File: src/rtl/crc64id_pkg.sv
// Shared types, constants and functions for the CRC-64 device id encoder.
package crc64id_pkg;

  localparam int unsigned CRC_W     = 64;
  localparam int unsigned OS_CODE_W = 5;
  localparam int unsigned CODE_W    = 6;
  localparam int unsigned CHAR_W    = 8;
  localparam int unsigned ID_CHARS  = 10;
  localparam int unsigned CHAR_IDX_W = 4;
  localparam int unsigned FIELD_STRIDE = 7;

  localparam logic [CRC_W-1:0]     CRC_POLY      = 64'hC96C5795D7870F42;
  localparam logic [OS_CODE_W-1:0] OS_CODE_RESET = 5'd2;
  localparam logic [CHAR_IDX_W-1:0] LAST_CHAR_IDX = 4'(ID_CHARS - 1);

  localparam logic [CHAR_W-1:0] ASCII_UPPER_A = 8'h41;
  localparam logic [CHAR_W-1:0] ASCII_LOWER_A = 8'h61;
  localparam logic [CHAR_W-1:0] ASCII_ZERO    = 8'h30;
  localparam logic [CHAR_W-1:0] ASCII_LOWER_X = 8'h78;
  localparam logic [CHAR_W-1:0] ASCII_UPPER_X = 8'h58;

  localparam logic [CHAR_W-1:0] LOWER_BASE = 8'd26;
  localparam logic [CHAR_W-1:0] DIGIT_BASE = 8'd52;

  // Finished CRC handed from front end to back end.
  typedef struct packed {
    logic             valid;
    logic [CRC_W-1:0] crc;
  } crc_entry_t;

  // Reflected CRC-64, one byte folded in.
  function automatic logic [CRC_W-1:0] crc_byte(input logic [CRC_W-1:0] crc_in,
                                                 input logic [7:0]       data);
    logic [CRC_W-1:0] c;
    c = crc_in ^ {56'd0, data};
    for (int b = 0; b < 8; b++) begin
      if (c[0]) c = (c >> 1) ^ CRC_POLY;
      else      c = c >> 1;
    end
    return c;
  endfunction

  // 6-bit code to id alphabet.
  function automatic logic [CHAR_W-1:0] code_to_ascii(input logic [CODE_W-1:0] code);
    logic [CHAR_W-1:0] wide;
    logic [CHAR_W-1:0] ch;
    wide = {2'b00, code};
    if (code inside {[6'd0:6'd25]})       ch = ASCII_UPPER_A + wide;
    else if (code inside {[6'd26:6'd51]}) ch = ASCII_LOWER_A + (wide - LOWER_BASE);
    else if (code inside {[6'd52:6'd61]}) ch = ASCII_ZERO + (wide - DIGIT_BASE);
    else if (code == 6'd62)               ch = ASCII_LOWER_X;
    else                                  ch = ASCII_UPPER_X;
    return ch;
  endfunction

endpackage

File: src/rtl/crc64id_if.sv
// Valid/ready channel interfaces for message bytes and id characters.
interface crc64id_in_if;
  logic       valid;
  logic       ready;
  logic [7:0] data_byte;
  logic       byte_present;
  logic       message_end;

  modport source(output valid, data_byte, byte_present, message_end, input ready);
  modport sink(input valid, data_byte, byte_present, message_end, output ready);
endinterface

interface crc64id_out_if;
  logic        valid;
  logic        ready;
  logic [7:0]  id_char;
  logic        char_last;
  logic [63:0] crc_value;

  modport source(output valid, id_char, char_last, crc_value, input ready);
  modport sink(input valid, id_char, char_last, crc_value, output ready);
endinterface

File: src/rtl/crc64_device_id_encoder.sv
// Top level of the CRC-64 device id encoder.
//
// msg_in carries one message byte per transfer (data_byte, byte_present) plus
// message_end. Bytes fold into a reflected CRC-64 (poly 0xC96C5795D7870F42,
// zero init, no final xor) at one transfer per cycle while msg_in.ready is
// high; an end-only transfer closes the message without a byte, so empty
// messages give CRC 0. At message end the finished CRC goes into a
// QUEUE_DEPTH-entry queue and the running CRC clears. The back end turns
// each queued CRC into ten ASCII id characters on id_out, one per cycle
// unless id_out stalls, each carrying crc_value; char_last marks the tenth.
// Throughput: one byte per cycle in while the queue is not full; after the
// tenth character the back end goes idle to pop the next queued CRC, so the
// character loop sets the sustained message rate. When id_out stalls the
// output register holds; beyond the id being expanded the queue absorbs
// QUEUE_DEPTH ended messages before msg_in.ready drops.
// os_code (reset 2) is written through os_code_we/os_code_wdata; the user
// must write it only while idle, which the block itself does not enforce.
// rst (synchronous) clears the CRC, empties the queue and drops id_out.valid.
module crc64_device_id_encoder #(
  parameter int unsigned QUEUE_DEPTH = 2
) (
  input  logic                              clk,
  input  logic                              rst,
  crc64id_in_if.sink                        msg_in,
  crc64id_out_if.source                     id_out,
  input  logic                              os_code_we,
  input  logic [crc64id_pkg::OS_CODE_W-1:0] os_code_wdata
);

  logic [crc64id_pkg::OS_CODE_W-1:0] os_code;
  crc64id_pkg::crc_entry_t           push;
  crc64id_pkg::crc_entry_t           head;
  logic                              queue_full;
  logic                              pop;

  // platform code register
  always_ff @(posedge clk) begin
    if (rst) begin
      os_code <= crc64id_pkg::OS_CODE_RESET;
    end else if (os_code_we) begin
      os_code <= os_code_wdata;
    end
  end

  crc64id_front u_front (
    .clk        (clk),
    .rst        (rst),
    .msg_in     (msg_in),
    .queue_full (queue_full),
    .push       (push)
  );

  crc64id_queue #(
    .DEPTH (QUEUE_DEPTH)
  ) u_queue (
    .clk  (clk),
    .rst  (rst),
    .push (push),
    .pop  (pop),
    .head (head),
    .full (queue_full)
  );

  crc64id_back u_back (
    .clk     (clk),
    .rst     (rst),
    .os_code (os_code),
    .head    (head),
    .pop     (pop),
    .id_out  (id_out)
  );

endmodule

File: src/rtl/crc64id_front.sv
// Front end: takes message bytes, keeps the running CRC, queues finished CRCs.
module crc64id_front (
  input  logic                    clk,
  input  logic                    rst,
  crc64id_in_if.sink              msg_in,
  input  logic                    queue_full,
  output crc64id_pkg::crc_entry_t push
);

  logic [crc64id_pkg::CRC_W-1:0] crc;
  logic [crc64id_pkg::CRC_W-1:0] crc_next;
  logic                          accept;

  assign msg_in.ready = !queue_full;
  assign accept       = msg_in.valid && msg_in.ready;

  always_comb begin
    if (msg_in.byte_present) crc_next = crc64id_pkg::crc_byte(crc, msg_in.data_byte);
    else                     crc_next = crc;
  end

  assign push.valid = accept && msg_in.message_end;
  assign push.crc   = crc_next;

  always_ff @(posedge clk) begin
    if (rst) begin
      crc <= '0;
    end else if (accept) begin
      if (msg_in.message_end) crc <= '0;
      else                    crc <= crc_next;
    end
  end

  a_crc_cleared: assert property (@(posedge clk) disable iff (rst)
    (accept && msg_in.message_end) |=> (crc == '0))
    else $error("running CRC not cleared after message end");

endmodule

File: src/rtl/crc64id_queue.sv
// Short FIFO of finished CRC values between front and back end.
module crc64id_queue #(
  parameter int unsigned DEPTH = 2
) (
  input  logic                    clk,
  input  logic                    rst,
  input  crc64id_pkg::crc_entry_t push,
  input  logic                    pop,
  output crc64id_pkg::crc_entry_t head,
  output logic                    full
);

  localparam int unsigned PTR_W = (DEPTH > 1) ? $clog2(DEPTH) : 1;
  localparam int unsigned CNT_W = $clog2(DEPTH + 1);
  localparam logic [PTR_W-1:0] PTR_LAST = PTR_W'(DEPTH - 1);
  localparam logic [CNT_W-1:0] CNT_FULL = CNT_W'(DEPTH);

  logic [crc64id_pkg::CRC_W-1:0] mem [DEPTH];
  logic [PTR_W-1:0] wr_ptr;
  logic [PTR_W-1:0] rd_ptr;
  logic [CNT_W-1:0] count;
  logic             do_push;
  logic             do_pop;

  assign full       = (count == CNT_FULL);
  assign head.valid = (count != '0);
  assign head.crc   = mem[rd_ptr];
  assign do_push    = push.valid && !full;
  assign do_pop     = pop && head.valid;

  always_ff @(posedge clk) begin
    if (do_push) mem[wr_ptr] <= push.crc;
  end

  always_ff @(posedge clk) begin
    if (rst) begin
      wr_ptr <= '0;
      rd_ptr <= '0;
      count  <= '0;
    end else begin
      if (do_push) wr_ptr <= (wr_ptr == PTR_LAST) ? '0 : wr_ptr + 1'b1;
      if (do_pop)  rd_ptr <= (rd_ptr == PTR_LAST) ? '0 : rd_ptr + 1'b1;
      case ({do_push, do_pop})
        2'b10:   count <= count + 1'b1;
        2'b01:   count <= count - 1'b1;
        default: count <= count;
      endcase
    end
  end

  a_no_overflow: assert property (@(posedge clk) disable iff (rst)
    !(push.valid && full))
    else $error("CRC pushed into full queue");

endmodule

File: src/rtl/crc64id_back.sv
// Back end: expands one finished CRC into ten id characters.
module crc64id_back (
  input  logic                                clk,
  input  logic                                rst,
  input  logic [crc64id_pkg::OS_CODE_W-1:0]   os_code,
  input  crc64id_pkg::crc_entry_t             head,
  output logic                                pop,
  crc64id_out_if.source                       id_out
);

  logic                                 active;
  logic [crc64id_pkg::CHAR_IDX_W-1:0]   idx;
  logic [crc64id_pkg::CRC_W-1:0]        crc;
  logic [crc64id_pkg::CODE_W-1:0]       codes [crc64id_pkg::ID_CHARS];
  logic                                 load_out;

  logic                          out_valid;
  logic [crc64id_pkg::CHAR_W-1:0] out_char;
  logic                          out_last;
  logic [crc64id_pkg::CRC_W-1:0] out_crc;

  assign id_out.valid     = out_valid;
  assign id_out.id_char   = out_char;
  assign id_out.char_last = out_last;
  assign id_out.crc_value = out_crc;

  // first code mixes the platform code with CRC bit 0, the rest are 6-bit fields
  always_comb begin
    codes[0] = {os_code, crc[0]};
    for (int k = 1; k < crc64id_pkg::ID_CHARS; k++) begin
      codes[k] = crc[1 + (k - 1) * crc64id_pkg::FIELD_STRIDE +: crc64id_pkg::CODE_W];
    end
  end

  assign load_out = active && (!out_valid || id_out.ready);
  assign pop      = !active;

  always_ff @(posedge clk) begin
    if (rst) begin
      active    <= 1'b0;
      idx       <= '0;
      out_valid <= 1'b0;
    end else begin
      if (load_out) begin
        out_valid <= 1'b1;
        if (idx == crc64id_pkg::LAST_CHAR_IDX) begin
          active <= 1'b0;
          idx    <= '0;
        end else begin
          idx <= idx + 1'b1;
        end
      end else if (out_valid && id_out.ready) begin
        out_valid <= 1'b0;
      end
      if (!active && head.valid) active <= 1'b1;
    end
  end

  always_ff @(posedge clk) begin
    if (!active && head.valid) crc <= head.crc;
    if (load_out) begin
      out_char <= crc64id_pkg::code_to_ascii(codes[idx]);
      out_last <= (idx == crc64id_pkg::LAST_CHAR_IDX);
      out_crc  <= crc;
    end
  end

  a_chars_continue: assert property (@(posedge clk) disable iff (rst)
    (out_valid && id_out.ready && !out_last) |=> out_valid)
    else $error("gap inside an identifier");

  a_crc_same_in_id: assert property (@(posedge clk) disable iff (rst)
    (out_valid && id_out.ready && !out_last) |=> (out_crc == $past(out_crc)))
    else $error("CRC changed within one identifier");

endmodule

File: src/flat_wrapper.sv
// flat-port wrapper written by rule: the top's interface ports become plain ports
module crc64_device_id_encoder_flat 
#(
  parameter int unsigned QUEUE_DEPTH = 2
)
  (clk, rst, os_code_we, os_code_wdata, msg_in_valid, msg_in_data_byte, msg_in_byte_present, msg_in_message_end, msg_in_ready, id_out_valid, id_out_id_char, id_out_char_last, id_out_crc_value, id_out_ready);
  crc64id_in_if msg_in_i ();
  crc64id_out_if id_out_i ();
  input  logic clk;
  input  logic rst;
  input  logic os_code_we;
  input  logic [crc64id_pkg::OS_CODE_W-1:0] os_code_wdata;
  input wire logic [$bits(msg_in_i.valid)-1:0] msg_in_valid;
  input wire logic [$bits(msg_in_i.data_byte)-1:0] msg_in_data_byte;
  input wire logic [$bits(msg_in_i.byte_present)-1:0] msg_in_byte_present;
  input wire logic [$bits(msg_in_i.message_end)-1:0] msg_in_message_end;
  output wire logic [$bits(msg_in_i.ready)-1:0] msg_in_ready;
  output wire logic [$bits(id_out_i.valid)-1:0] id_out_valid;
  output wire logic [$bits(id_out_i.id_char)-1:0] id_out_id_char;
  output wire logic [$bits(id_out_i.char_last)-1:0] id_out_char_last;
  output wire logic [$bits(id_out_i.crc_value)-1:0] id_out_crc_value;
  input wire logic [$bits(id_out_i.ready)-1:0] id_out_ready;
  assign msg_in_i.valid = msg_in_valid;
  assign msg_in_i.data_byte = msg_in_data_byte;
  assign msg_in_i.byte_present = msg_in_byte_present;
  assign msg_in_i.message_end = msg_in_message_end;
  assign msg_in_ready = msg_in_i.ready;
  assign id_out_valid = id_out_i.valid;
  assign id_out_id_char = id_out_i.id_char;
  assign id_out_char_last = id_out_i.char_last;
  assign id_out_crc_value = id_out_i.crc_value;
  assign id_out_i.ready = id_out_ready;
  crc64_device_id_encoder #(.QUEUE_DEPTH(QUEUE_DEPTH)) u_core (.clk(clk), .rst(rst), .msg_in(msg_in_i), .id_out(id_out_i), .os_code_we(os_code_we), .os_code_wdata(os_code_wdata));
endmodule
File: config.mk
export PLATFORM = sky130hd
export DESIGN_NAME = crc64_device_id_encoder_flat
export DESIGN_NICKNAME = d
export VERILOG_FILES = /design/src/rtl/crc64id_pkg.sv /design/src/rtl/crc64id_if.sv /design/src/rtl/crc64_device_id_encoder.sv /design/src/rtl/crc64id_front.sv /design/src/rtl/crc64id_queue.sv /design/src/rtl/crc64id_back.sv /design/src/flat_wrapper.sv
export SDC_FILE = /design/constraint.sdc
export NUM_CORES = 1
export LEC_CHECK = 0
export ABC_AREA = 1
export BUFFER_PORTS_ARGS = -buffer_cell sky130_fd_sc_hd__buf_2
export CAP_MARGIN = 20
export CORE_MARGIN = 1
export CORE_UTILIZATION = 35
export DETAILED_ROUTE_END_ITERATION = 7
export PLACE_DENSITY_LB_ADDON = 0.3
export SLEW_MARGIN = 0
export SYNTH_ARGS = -nofsm -noshare
export SYNTH_HDL_FRONTEND = slang
export SYNTH_HIERARCHICAL = 1
export SYNTH_SLANG_ARGS = --single-unit
File: constraint.sdc
create_clock -name clk -period 5 [get_ports clk]
set_input_delay 0.5 -clock clk [delete_from_list [all_inputs] [get_ports clk]]
set_output_delay 0.5 -clock clk [all_outputs]
set_load 0.01 [all_outputs]
==> results of run 1 <==
metrics by stage:
step	hold WS, ps	utilization	worst slack, ps
after detailed placement	408	0.373	1420
after global placement	403	0.373	1440
final	202	0.399	1640
after global routing	206	0.399	1440
after CTS	191	0.399	1660
after floorplan	400	-	688
layout make-up:
type | count | area, um2
Antenna cell | 1 | 2.50
Clock inverter | 19 | 205
Inverter | 137 | 515
Multi-Input combinational cell | 1085 | 6400
Tap cell | 615 | 769
Fill cell | 4601 | 28700
Clock buffer | 49 | 1020
Sequential cell | 345 | 9560
Timing Repair Buffer | 106 | 563
tightest hold or removal path, delay by kind of cell:
kind	cells	cell delay, ps
buffers and inverters	1	70
and+or+nand+nor	2	130
synth_stat cells, types with 12 or more instances:
master / instances / share of area
sky130_fd_sc_hd__nand3_1: 139 / 0.041
sky130_fd_sc_hd__a21oi_1: 74 / 0.022
sky130_fd_sc_hd__nor2_1: 43 / 0.0095
sky130_fd_sc_hd__inv_1: 125 / 0.028
sky130_fd_sc_hd__xor2_1: 85 / 0.044
sky130_fd_sc_hd__nand2_1: 480 / 0.11
sky130_fd_sc_hd__clkbuf_1: 24 / 0.0053
sky130_fd_sc_hd__o21ai_0: 23 / 0.0068
sky130_fd_sc_hd__buf_2: 12 / 0.0036
sky130_fd_sc_hd__nand2_4: 16 / 0.011
sky130_fd_sc_hd__ha_1: 15 / 0.011
sky130_fd_sc_hd__xnor2_1: 15 / 0.0078
sky130_fd_sc_hd__nand2_2: 27 / 0.010
sky130_fd_sc_hd__or2_2: 13 / 0.0048
sky130_fd_sc_hd__mux2_4: 60 / 0.053
sky130_fd_sc_hd__a21boi_0: 21 / 0.0093
sky130_fd_sc_hd__edfxtp_1: 265 / 0.47
sky130_fd_sc_hd__dfxtp_1: 80 / 0.095
logic make-up after synthesis:
logic type | share of synthesized area
AOI/OAI and AO/OA | 0.0487
xor gates and xnor gates | 0.0589
adders and majority gates | 0.0111
buffers and inverters | 0.0579
DFF | 0.565
muxes | 0.0559
and+or+nand+nor | 0.202
registers in the layout, indices dropped and copies added (netlist names), 2 cells and up, named ones only:
| signal | count |
|---|---|
| u_core/os_code | 5 |
| u_core/u_back/crc | 64 |
| u_core/u_back/id_out.crc_value | 64 |
| u_core/u_back/id_out.id_char | 8 |
| u_core/u_back/idx | 4 |
| u_core/u_front/crc | 64 |
| u_core/u_queue/count | 2 |
| u_core/u_queue/mem | 128 |
per-layer routing:
layer | up-vias | GRT usage | part of all wire
met3 | 71 | 0.0272 | 0.052
met2 | 320 | 0.279 | 0.48
li1 | 5586 | - | -
met1 | 5367 | 0.220 | 0.44
met5 | - | 0 | 0.00039
met4 | 4 | 0.0636 | 0.029
path summary, 6_finish.rpt:
path | startpoint | to | slack, ps | depth (start not counted)
setup reg to reg | u_core/u_front/crc[3] | u_core/u_queue/mem[1][14] | 1640 | 10
hold reg to reg | u_core/u_back/crc[14] | u_core/u_back/id_out.crc_value[14] | 420 | 0
hold / removal | os_code_wdata[1] | u_core/os_code[1] | 200 | 3
setup / recovery | u_core/u_front/crc[3] | u_core/u_queue/mem[1][14] | 1640 | 10
where the power goes:
group	total, W	internal [W]	switching [W]
logic	0.00327	0.00117	0.00210
registers	0.00456	0.00413	0.000434
clock network	0.00275	0.00161	0.00114
total	0.0106	0.00691	0.00368
==> implementation parameters, run 1 <==
Parameter                              Value

Run status
  Result of the run    complete, no violations

Layout
  Net count of the finished layout    1747
  Most frequent standard cell in the layout excluding fill and tap cells    sky130_fd_sc_hd__nand2_1
  Final non-filler cell total    2357
  Share of layout cells above drive strength 1    0.190
  Synthesis-to-finish area growth    12.6%
  Top library cells by usage in the layout, fill and taps aside    479 x sky130_fd_sc_hd__nand2_1, 265 x sky130_fd_sc_hd__edfxtp_1, 139 x sky130_fd_sc_hd__nand3_1, 123 x sky130_fd_sc_hd__inv_1, 93 x sky130_fd_sc_hd__buf_2
  Final cell area excluding filler cells    19000 um2

Synthesis
  Total standard cell area after synthesis    16900 um2
  Register area share after synthesis    0.565
  Number of standard cells after synthesis    1631
  Syn Area/Cell    10.4 um2
  Synth async-reset ratio    0
  #FFs+latches synth    345
  Post-synth EDFFs    265
  Library cells used by synthesis    50
  Warning count from the yosys run    6
  Post-Synthesis Net Count    1666
  Dominant register cell in the synthesized netlist    sky130_fd_sc_hd__edfxtp_1

Route
  Routed vias    11348
  Number of nets with antenna violations after detailed routing    0
  Total wire length    41.4 mm
  Total DRC errors in the routed layout    0
  Number of vias per cell    4.81
  Mean routed wirelength per cell    17.6 um
  Initial DRC count    828
  DR pass1 iterations    7

Timing
  Largest clock skew in the final design    22.5 ps
  Number of endpoints failing setup at the final stage    0
  Total negative slack for setup checks    0 ps
  Total count of hold-check failures in the final report    0
  Highest clock frequency the design can meet    0.297 GHz
  Clock period minus worst slack    3360 ps
  RSZ-0062 raised after global routing    no
  Crit share post-route    0.673
  Remaining max-slew budget at the tightest pin    0.294
  Fin. max-slew vios    0
  Transition time at the pin with the least slew margin    1060 ps

Clock tree
  Clock slew seen by the registers of the worst setup and hold paths    60 ps
  Clock tree root driver cell    sky130_fd_sc_hd__clkbuf_16
  Buffer count from post-CTS setup fixing    0
  Count of H-tree levels built during CTS    2
  Number of clock buffers inserted by TritonCTS    37
  Resize count post-CTS    0
  Sinks on the clock net    345
  Clock tree from TritonCTS    done
  Later-pin clock latency in the skew report    540 ps
  Maximum clock insertion buffer count    3
  Number of buffers added to fix hold violations after cts    0

Setup path
  Largest stage delay on the critical path    530 ps
  Type of the worst setup path    flip-flop to flip-flop
  Required time at the worst-slack endpoint    5220 ps
  Critical path's most frequent cell    sky130_fd_sc_hd__nand2_1
  Critical path capture point type    flip-flop
  Kind of cell adding the most delay to the critical path    simple AND/OR/NAND/NOR gates
  Arrival time at the worst endpoint    3580 ps
  Cell-by-cell trace of the critical path    nand2_1 -> nand2_1 -> nand2_1 -> nand2_1 -> nand2_1 -> nand2_1 -> nand2_1 -> nand2_1 -> xor2_1 -> a21boi_0
  Startpoint Class    flip-flop
  Number of buffers and inverters on the critical path    0
  Critical Path Slowest Stage Cell    sky130_fd_sc_hd__nand2_1
  Highest fanout seen on the critical path    13

Placement
  Placed cells    2288
  Area after DPL    17800 um2
  Number of buffers inserted by port buffering    94
  Routability Congestion    0.895
  Post-DP HPWL    28.7 mm

Power
  Leakage Power    7.63 nW
  Tot Pwr    0.0106 W
  Power Dens Cells    556 nW/um2
  Largest voltage drop on the vdd net    0.000242 V

Die
  Initial core utilization    0.354
  Total number of placement rows    80
  Horiz. Die Dim    222 um
  Std-Cell Core Area    47700 um2
  Area of the die    49200 um2
  Ports placed on the boundary    95
  Chip Height    222 um

GRT
  Initial antenna violation count    3
  Via count of the first global-routing pass    10894
  First-pass GRT wire length    63.8 mm
  Total congestion overflow after global routing    0
  Pin count of the biggest net entering global routing    70
  Overall global routing resource usage    0.168

Job
  Maximum capacitance violations    0

Min path
  Hold crit path type    primary input to flip-flop
Note: power is estimated with default switching activity, not from simulation.
==> run 2: changes to the inputs <==
==> constraint.sdc (replaced) <==
create_clock -name clk -period 3.1 [get_ports clk]
set_input_delay 0.31 -clock clk [delete_from_list [all_inputs] [get_ports clk]]
set_output_delay 0.31 -clock clk [all_outputs]
set_load 0.01 [all_outputs]
==> run 2 against run 1 <==
Effect of this change: register-to-register slack got worse by 1400 ps; clock power is 59% higher; final cell count is 0.64% higher; count of clock-buffer cells in the layout fell by 1; power up 62%; maximum frequency up 19%; flip-flop and latch count did not move; worst setup slack lost 1400 ps; critical path depth rose by 7; combinational power increased by 67%; global-route usage down 0.34 points; via count grew 0.46%.
==> implementation parameters, run 2 (synthesized netlist as in run 1, its figures left out) <==
Parameter                              Value

Setup path
  Highest fanout seen on the critical path    17 (+4)
  Cell-by-cell trace of the critical path    buf_4 -> nand3_1 -> nand2_1 -> inv_1 -> nand3_1 -> nand3_1 -> nand2_2 -> inv_1 -> ha_1 -> inv_1 -> a21oi_1 -> a21oi_1 -> nand2_1 -> nand2_1 -> inv_1 -> o21ai_0 -> o21ai_1
  Required time at the worst-slack endpoint    3380 ps (-1840 ps)
  Critical path's most frequent cell    sky130_fd_sc_hd__inv_1
  Startpoint Class    flip-flop
  Critical Path Slowest Stage Cell    sky130_fd_sc_hd__dfxtp_1
  Largest stage delay on the critical path    410 ps (-120 ps)
  Kind of cell adding the most delay to the critical path    simple AND/OR/NAND/NOR gates
  Number of buffers and inverters on the critical path    5 (+5)
  Type of the worst setup path    flip-flop to flip-flop
  Critical path capture point type    flip-flop
  Arrival time at the worst endpoint    3100 ps (-480 ps)

Layout
  Synthesis-to-finish area growth    13.5%
  Final core utilization    0.402 (+0.00325)
  Number of flip-flops in the largest register    128 (unchanged)
  Number of filler cells placed in the layout    4520 (-1.8%)
  Storage cell area    9560 um2 (about the same)
  Final cell area excluding filler cells    19200 um2 (+0.81%)
  Final non-filler cell total    2372 (+0.64%)
  Top library cells by usage in the layout, fill and taps aside    477 x sky130_fd_sc_hd__nand2_1, 265 x sky130_fd_sc_hd__edfxtp_1, 139 x sky130_fd_sc_hd__nand3_1, 123 x sky130_fd_sc_hd__inv_1, 94 x sky130_fd_sc_hd__buf_2
  Share of layout cells above drive strength 1    0.198 (+0.00874)
  Multi-input combinational cell area    6410 um2 (about the same)
  Largest Register    u_core/u_queue/mem
  Most frequent standard cell in the layout excluding fill and tap cells    sky130_fd_sc_hd__nand2_1
  Net count of the finished layout    1761 (+0.80%)

Clock tree
  Clock tree from TritonCTS    done
  Resize count post-CTS    0 (unchanged)
  Number of clock buffers inserted by TritonCTS    37 (unchanged)
  Maximum clock insertion buffer count    3 (unchanged)
  Clock slew seen by the registers of the worst setup and hold paths    60 ps (about the same)
  Later-pin clock latency in the skew report    540 ps (about the same)
  Number of buffers added to fix hold violations after cts    0 (unchanged)
  Count of H-tree levels built during CTS    2 (unchanged)
  Sinks on the clock net    345 (unchanged)
  Clock tree root driver cell    sky130_fd_sc_hd__clkbuf_16
  Buffer count from post-CTS setup fixing    0 (unchanged)

Placement
  Number of buffers inserted by port buffering    94 (unchanged)
  Place WS    207 ps (-1220 ps)
  Routability Congestion    0.947 (+5.8%)
  Placed cells    2302 (+0.61%)
  Post-DP HPWL    28.3 mm (-1.6%)
  Area after DPL    18000 um2 (+0.92%)

Route
  Number of nets with antenna violations after detailed routing    0 (unchanged)
  Number of vias per cell    4.81 (-0.18%)
  Routed vias    11400 (+0.46%)
  Total wire length    40.9 mm (-1.4%)
  Mean routed wirelength per cell    17.2 um (-2.0%)
  DR pass1 iterations    5 (-2)
  Initial DRC count    930 (+12%)
  Total DRC errors in the routed layout    0 (unchanged)

Power
  Cell internal power dissipation    0.0112 W (+62%)
  Power Dens Cells    892 nW/um2 (+61%)
  Portion of total power attributed to the clock network    0.255 (-0.005)
  Switching component of the power    0.00597 W (+62%)
  Leakage Power    7.70 nW (+0.92%)
  Largest voltage drop on the vdd net    0.000399 V (+65%)
  Switching share of power    0.349 (+0.00115)
  Flop pwr share    0.426 (-0.005)
  Combinational fraction of design power    0.319 (+0.010)

Timing
  Worst setup margin    276 ps (-1360 ps)
  Fin. max-slew vios    0 (unchanged)
  Transition time at the pin with the least slew margin    953 ps (-107 ps)
  Total count of hold-check failures in the final report    0 (unchanged)
  Total negative slack for setup checks    0 ps (unchanged)
  Largest clock skew in the final design    15.1 ps (-7.40 ps)
  Number of endpoints failing setup at the final stage    0 (unchanged)
  Remaining max-slew budget at the tightest pin    0.365 (+0.0712)
  RSZ-0062 raised after global routing    no
  Highest clock frequency the design can meet    0.354 GHz (+19%)
  Crit share post-route    0.911 (+0.238)
  Clock period minus worst slack    2820 ps (-541 ps)

Job
  Maximum capacitance violations    0 (unchanged)

Die
  Initial core utilization    0.354 (unchanged)
  Ports placed on the boundary    95 (unchanged)
  Chip Height    222 um (unchanged)
  Horiz. Die Dim    222 um (unchanged)
  Total number of placement rows    80 (unchanged)
  Std-Cell Core Area    47700 um2 (unchanged)
  Area of the die    49200 um2 (unchanged)

GRT
  Pin count of the biggest net entering global routing    94 (+34%)
  Overall global routing resource usage    0.164 (-0.00344)
  Routing usage on met2    0.278 (-0.000304)
  Met1 global-route usage    0.214 (-0.00629)
  Total congestion overflow after global routing    0 (unchanged)
  Peak-usage layer in the global routing report    met2
  M3 GR Usage    0.0274 (+0.000265)
  Via count of the first global-routing pass    10804 (-0.83%)
  Initial antenna violation count    3 (unchanged)
  First-pass GRT wire length    62.6 mm (-1.9%)

Min path
  Hold crit path type    primary input to flip-flop

Run status
  Result of the run    complete, no violations
run 2: path summary, 6_finish.rpt:
check                                      startpoint                                 end  slack, ps  cells past startpoint
worst min-delay path                 os_code_wdata[1]                   u_core/os_code[1]         30                      3
worst min register to register  u_core/u_back/crc[56]  u_core/u_back/id_out.crc_value[56]        410                      0
worst max register to register   u_core/u_back/idx[0]     u_core/u_back/id_out.id_char[0]        280                     17
worst max-delay path             u_core/u_back/idx[0]     u_core/u_back/id_out.id_char[0]        280                     17
run 2: routing by layer:
layer  routed length, um  vias up
li1                    -     5620
met1               18200     5423
met2               19800      298
met3                1850       57
met4                 989        2
met5                  12        -
run 2: cell type report:
| type | instances | share of cell area |
|---|---|---|
| diodes | 2 | 0.000261 |
| clock inverters | 20 | 0.0100 |
| flip-flops and latches | 345 | 0.498 |
| well taps | 615 | 0.0401 |
| multi-input cells | 1085 | 0.334 |
| clock buffers | 48 | 0.0530 |
| inverters | 137 | 0.0268 |
| repair buffers | 120 | 0.0379 |
run 2: worst min-delay path, stage by stage:
cell and delay (ps):
sky130_fd_sc_hd__buf_2 80, sky130_fd_sc_hd__nand2_1 60, sky130_fd_sc_hd__nand3_1 80
run 2: power by group through the flow:
stage	sequential, W	combinational (W)	clock [W]
after detailed placement	0.00741	0.00548	0
after CTS	0.00732	0.00549	0.00450
final	0.00730	0.00545	0.00437
after global placement	0.00739	0.00544	0
after floorplan	0.00725	0.00394	0
after global routing	0.00740	0.00600	0.00467
run 2: through the flow:
stage | hold slack (ps) | total power, W
finish | 27.7 | 0.0171
global placement | 407 | 0.0128
global route | 15.1 | 0.0181
detailed placement | 406 | 0.0129
floorplan | 379 | 0.0112
CTS | 13.1 | 0.0173
==> run 3: changes to the inputs <==
--- a/config.mk
+++ b/config.mk
@@ -8,8 +8,10 @@
 export ABC_AREA = 1
 export BUFFER_PORTS_ARGS = -buffer_cell sky130_fd_sc_hd__buf_2
 export CAP_MARGIN = 20
+export CELL_PAD_IN_SITES_DETAIL_PLACEMENT = 1
+export CELL_PAD_IN_SITES_GLOBAL_PLACEMENT = 1
 export CORE_MARGIN = 1
-export CORE_UTILIZATION = 35
+export CORE_UTILIZATION = 45
 export DETAILED_ROUTE_END_ITERATION = 7
 export PLACE_DENSITY_LB_ADDON = 0.3
 export SLEW_MARGIN = 0
==> run 3 against run 2 <==
Effect of this change: power rose by 1.8%; core utilization up 12 points; final area is 0.18% lower; register-to-register slack lost 20 ps; count of clock-buffer cells in the layout is 3 higher; non-clock buffer count increased by 20; sequential share of layout area increased by 0.088 points; global-route usage is 8.3 points higher; largest cell class unchanged; largest power group unchanged.
==> implementation parameters, run 3 (synthesized netlist as in run 1, its figures left out) <==
Parameter                              Value

Timing
  Fin. max-slew vios    0 (unchanged)
  Crit share post-route    0.919 (+0.00791)
  Remaining max-slew budget at the tightest pin    0.348 (-0.0170)
  RSZ-0062 raised after global routing    no
  Number of endpoints failing setup at the final stage    0 (unchanged)
  Transition time at the pin with the least slew margin    976 ps (+23.2 ps)
  Total count of hold-check failures in the final report    0 (unchanged)
  Total negative slack for setup checks    0 ps (unchanged)
  Hold Slack    89.6 ps (+61.9 ps)
  Highest clock frequency the design can meet    0.351 GHz (-0.86%)
  Largest clock skew in the final design    18.4 ps (+3.33 ps)
  Clock period minus worst slack    2850 ps (+24.5 ps)

GRT
  Total congestion overflow after global routing    0 (unchanged)
  Pin count of the biggest net entering global routing    94 (unchanged)
  Initial antenna violation count    1 (-2)
  Overall global routing resource usage    0.248 (+0.0831)
  First-pass GRT wire length    72.4 mm (+16%)
  Via count of the first global-routing pass    12582 (+16%)

Layout
  Share of layout cells above drive strength 1    0.202 (+0.00418)
  # diodes    0 (-2)
  Largest Register    u_core/u_queue/mem
  Final non-filler cell total    2246 (-5.3%)
  Net count of the finished layout    1783 (+1.2%)
  Synthesis-to-finish area growth    13.3%
  Number of flip-flops in the largest register    128 (unchanged)
  Top library cells by usage in the layout, fill and taps aside    479 x sky130_fd_sc_hd__nand2_1, 265 x sky130_fd_sc_hd__edfxtp_1, 139 x sky130_fd_sc_hd__nand3_1, 122 x sky130_fd_sc_hd__inv_1, 94 x sky130_fd_sc_hd__buf_2
  Most frequent standard cell in the layout excluding fill and tap cells    sky130_fd_sc_hd__nand2_1

Placement
  Routability Congestion    0.887 (-6.3%)
  Post-DP HPWL    33.0 mm (+17%)
  Number of buffers inserted by port buffering    94 (unchanged)
  Placed cells    2174 (-5.6%)

Route
  Number of vias per cell    5.31 (+11%)
  Number of nets with antenna violations after detailed routing    0 (unchanged)
  Wire length on met2    23.0 mm (+16%)
  Total DRC errors in the routed layout    0 (unchanged)
  Highest metal layer with signal wires    met4
  DR pass1 iterations    5 (unchanged)
  Routed vias    11935 (+4.7%)
  Total wire length    46.7 mm (+14%)
  Initial DRC count    596 (-36%)
  Wire length on met3    1.79 mm (-3.5%)
  Met1 WL    20.6 mm (+13%)
  Mean routed wirelength per cell    20.8 um (+21%)

Clock tree
  Clock slew seen by the registers of the worst setup and hold paths    60 ps (about the same)
  Number of clock buffers inserted by TritonCTS    39 (+5.4%)
  Sinks on the clock net    345 (unchanged)
  Count of H-tree levels built during CTS    2 (unchanged)
  Clock tree root driver cell    sky130_fd_sc_hd__clkbuf_16
  Later-pin clock latency in the skew report    540 ps (about the same)
  Maximum clock insertion buffer count    3 (unchanged)
  Clock tree from TritonCTS    done

Setup path
  Critical path's most frequent cell    sky130_fd_sc_hd__nand2_1
  Highest fanout seen on the critical path    20 (+3)
  Arrival time at the worst endpoint    3140 ps (+40 ps)
  Cell-by-cell trace of the critical path    inv_2 -> nand2_1 -> nand2_1 -> nand2_1 -> nand3_1 -> nand3_1 -> nand2_2 -> inv_1 -> buf_4 -> ha_1 -> inv_1 -> nand3_1 -> nand2_1 -> inv_1 -> nand2_1 -> nand2_2 -> o21ai_1 -> inv_1 -> nand2_1 -> nand2_1
  Largest stage delay on the critical path    370 ps (-40 ps)
  Kind of cell adding the most delay to the critical path    simple AND/OR/NAND/NOR gates
  Critical path capture point type    flip-flop
  Number of buffers and inverters on the critical path    6 (+1)
  Critical Path Slowest Stage Cell    sky130_fd_sc_hd__dfxtp_1
  Required time at the worst-slack endpoint    3390 ps (about the same)
  Type of the worst setup path    flip-flop to flip-flop
  Startpoint Class    flip-flop

Die
  Horiz. Die Dim    196 um (-12%)
  Ports placed on the boundary    95 (unchanged)
  Std-Cell Core Area    36800 um2 (-23%)
  Initial core utilization    0.460 (+0.106)
  Total number of placement rows    70 (-13%)
  Chip Height    196 um (-12%)
  Area of the die    38400 um2 (-22%)

Power
  Power Dens Cells    909 nW/um2 (+2.0%)
  Leakage Power    7.79 nW (+1.1%)
  Largest voltage drop on the vdd net    0.000359 V (-10%)
  Tot Pwr    0.0174 W (+1.8%)

Job
  Maximum capacitance violations    0 (unchanged)

Min path
  Hold crit path type    primary input to flip-flop

Run status
  Result of the run    complete, no violations
==> run 3: changes by cell type in the layout (fill, tap and decap cells not counted), moves of 2 or more <==
| cell | before | now |
|---|---|---|
| sky130_fd_sc_hd__buf_4 | 21 | 39 |
| sky130_fd_sc_hd__clkbuf_1 | 6 | 10 |
| sky130_fd_sc_hd__clkbuf_16 | 37 | 40 |
| sky130_fd_sc_hd__clkbuf_8 | 5 | 1 |
| sky130_fd_sc_hd__clkinv_1 | 4 | 9 |
| sky130_fd_sc_hd__clkinv_2 | 6 | 3 |
| sky130_fd_sc_hd__diode_2 | 2 | 0 |
| sky130_fd_sc_hd__nand2_1 | 477 | 479 |
| sky130_fd_sc_hd__nand2_2 | 30 | 28 |
==> run 3: what timing repair did <==
item | in CTS | in global routing
buffers inserted | 0 | 0
gates resized for setup | 0 | 2
setup endpoints to repair | 0 | 7
hold endpoints to repair | 1 | 0
hold buffers | 1 | 0
==> run 3: area by class of cell <==
type,instances,area [um2]
clock buffer,51,1050
multi-input combinational,1085,6400
timing repair buffer,140,893
inverter,137,514
fill,4039,17600
clock inverter,20,153
sequential,345,9560
tap,468,586
==> run 3: where the power goes <==
| group | internal [W] | switching [W] | total, W |
|---|---|---|---|
| Clock | 0.00250 | 0.00186 | 0.00436 |
| Sequential | 0.00665 | 0.000704 | 0.00736 |
| Combinational | 0.00207 | 0.00364 | 0.00571 |
==> run 3: stage by stage <==
stage,utilization,instance area (um2),worst slack [ps]
after floorplan,-,16900,271
after global placement,0.488,17900,254
final,0.521,19200,252
after global routing,0.521,19200,21.2
after detailed placement,0.488,17900,219
after CTS,0.521,19200,200
==> run 3: path summary, 6_finish.rpt <==
| check | cells past startpoint | endpoint | from | slack (ps) |
|---|---|---|---|---|
| worst max-delay path | 20 | u_core/u_back/id_out.id_char[3] | u_core/u_back/idx[0] | 250 |
| worst min-delay path | 5 | u_core/os_code[2] | os_code_wdata[2] | 90 |
| worst max register to register | 20 | u_core/u_back/id_out.id_char[3] | u_core/u_back/idx[0] | 250 |
| worst min register to register | 0 | u_core/u_back/id_out.crc_value[14] | u_core/u_back/crc[14] | 420 |
==> run 3: routing by layer <==
layer  vias up  global-route usage
li1       5660                   -
met1      5933               0.318
met2       263               0.432
met3        79              0.0339
met4         0              0.0784
met5         -                   0
==> run 3: worst reg2reg max path, cell delays in order (launching register included) <==
cell	delay [ps]
sky130_fd_sc_hd__dfxtp_1	370
sky130_fd_sc_hd__inv_2	340
sky130_fd_sc_hd__nand2_1	110
sky130_fd_sc_hd__nand2_1	80
sky130_fd_sc_hd__nand2_1	50
sky130_fd_sc_hd__nand3_1	120
sky130_fd_sc_hd__nand3_1	110
sky130_fd_sc_hd__nand2_2	80
sky130_fd_sc_hd__inv_1	100
sky130_fd_sc_hd__buf_4	170
sky130_fd_sc_hd__ha_1	190
sky130_fd_sc_hd__inv_1	90
sky130_fd_sc_hd__nand3_1	110
sky130_fd_sc_hd__nand2_1	110
sky130_fd_sc_hd__inv_1	60
sky130_fd_sc_hd__nand2_1	60
sky130_fd_sc_hd__nand2_2	130
sky130_fd_sc_hd__o21ai_1	160
sky130_fd_sc_hd__inv_1	50
sky130_fd_sc_hd__nand2_1	50
sky130_fd_sc_hd__nand2_1	40
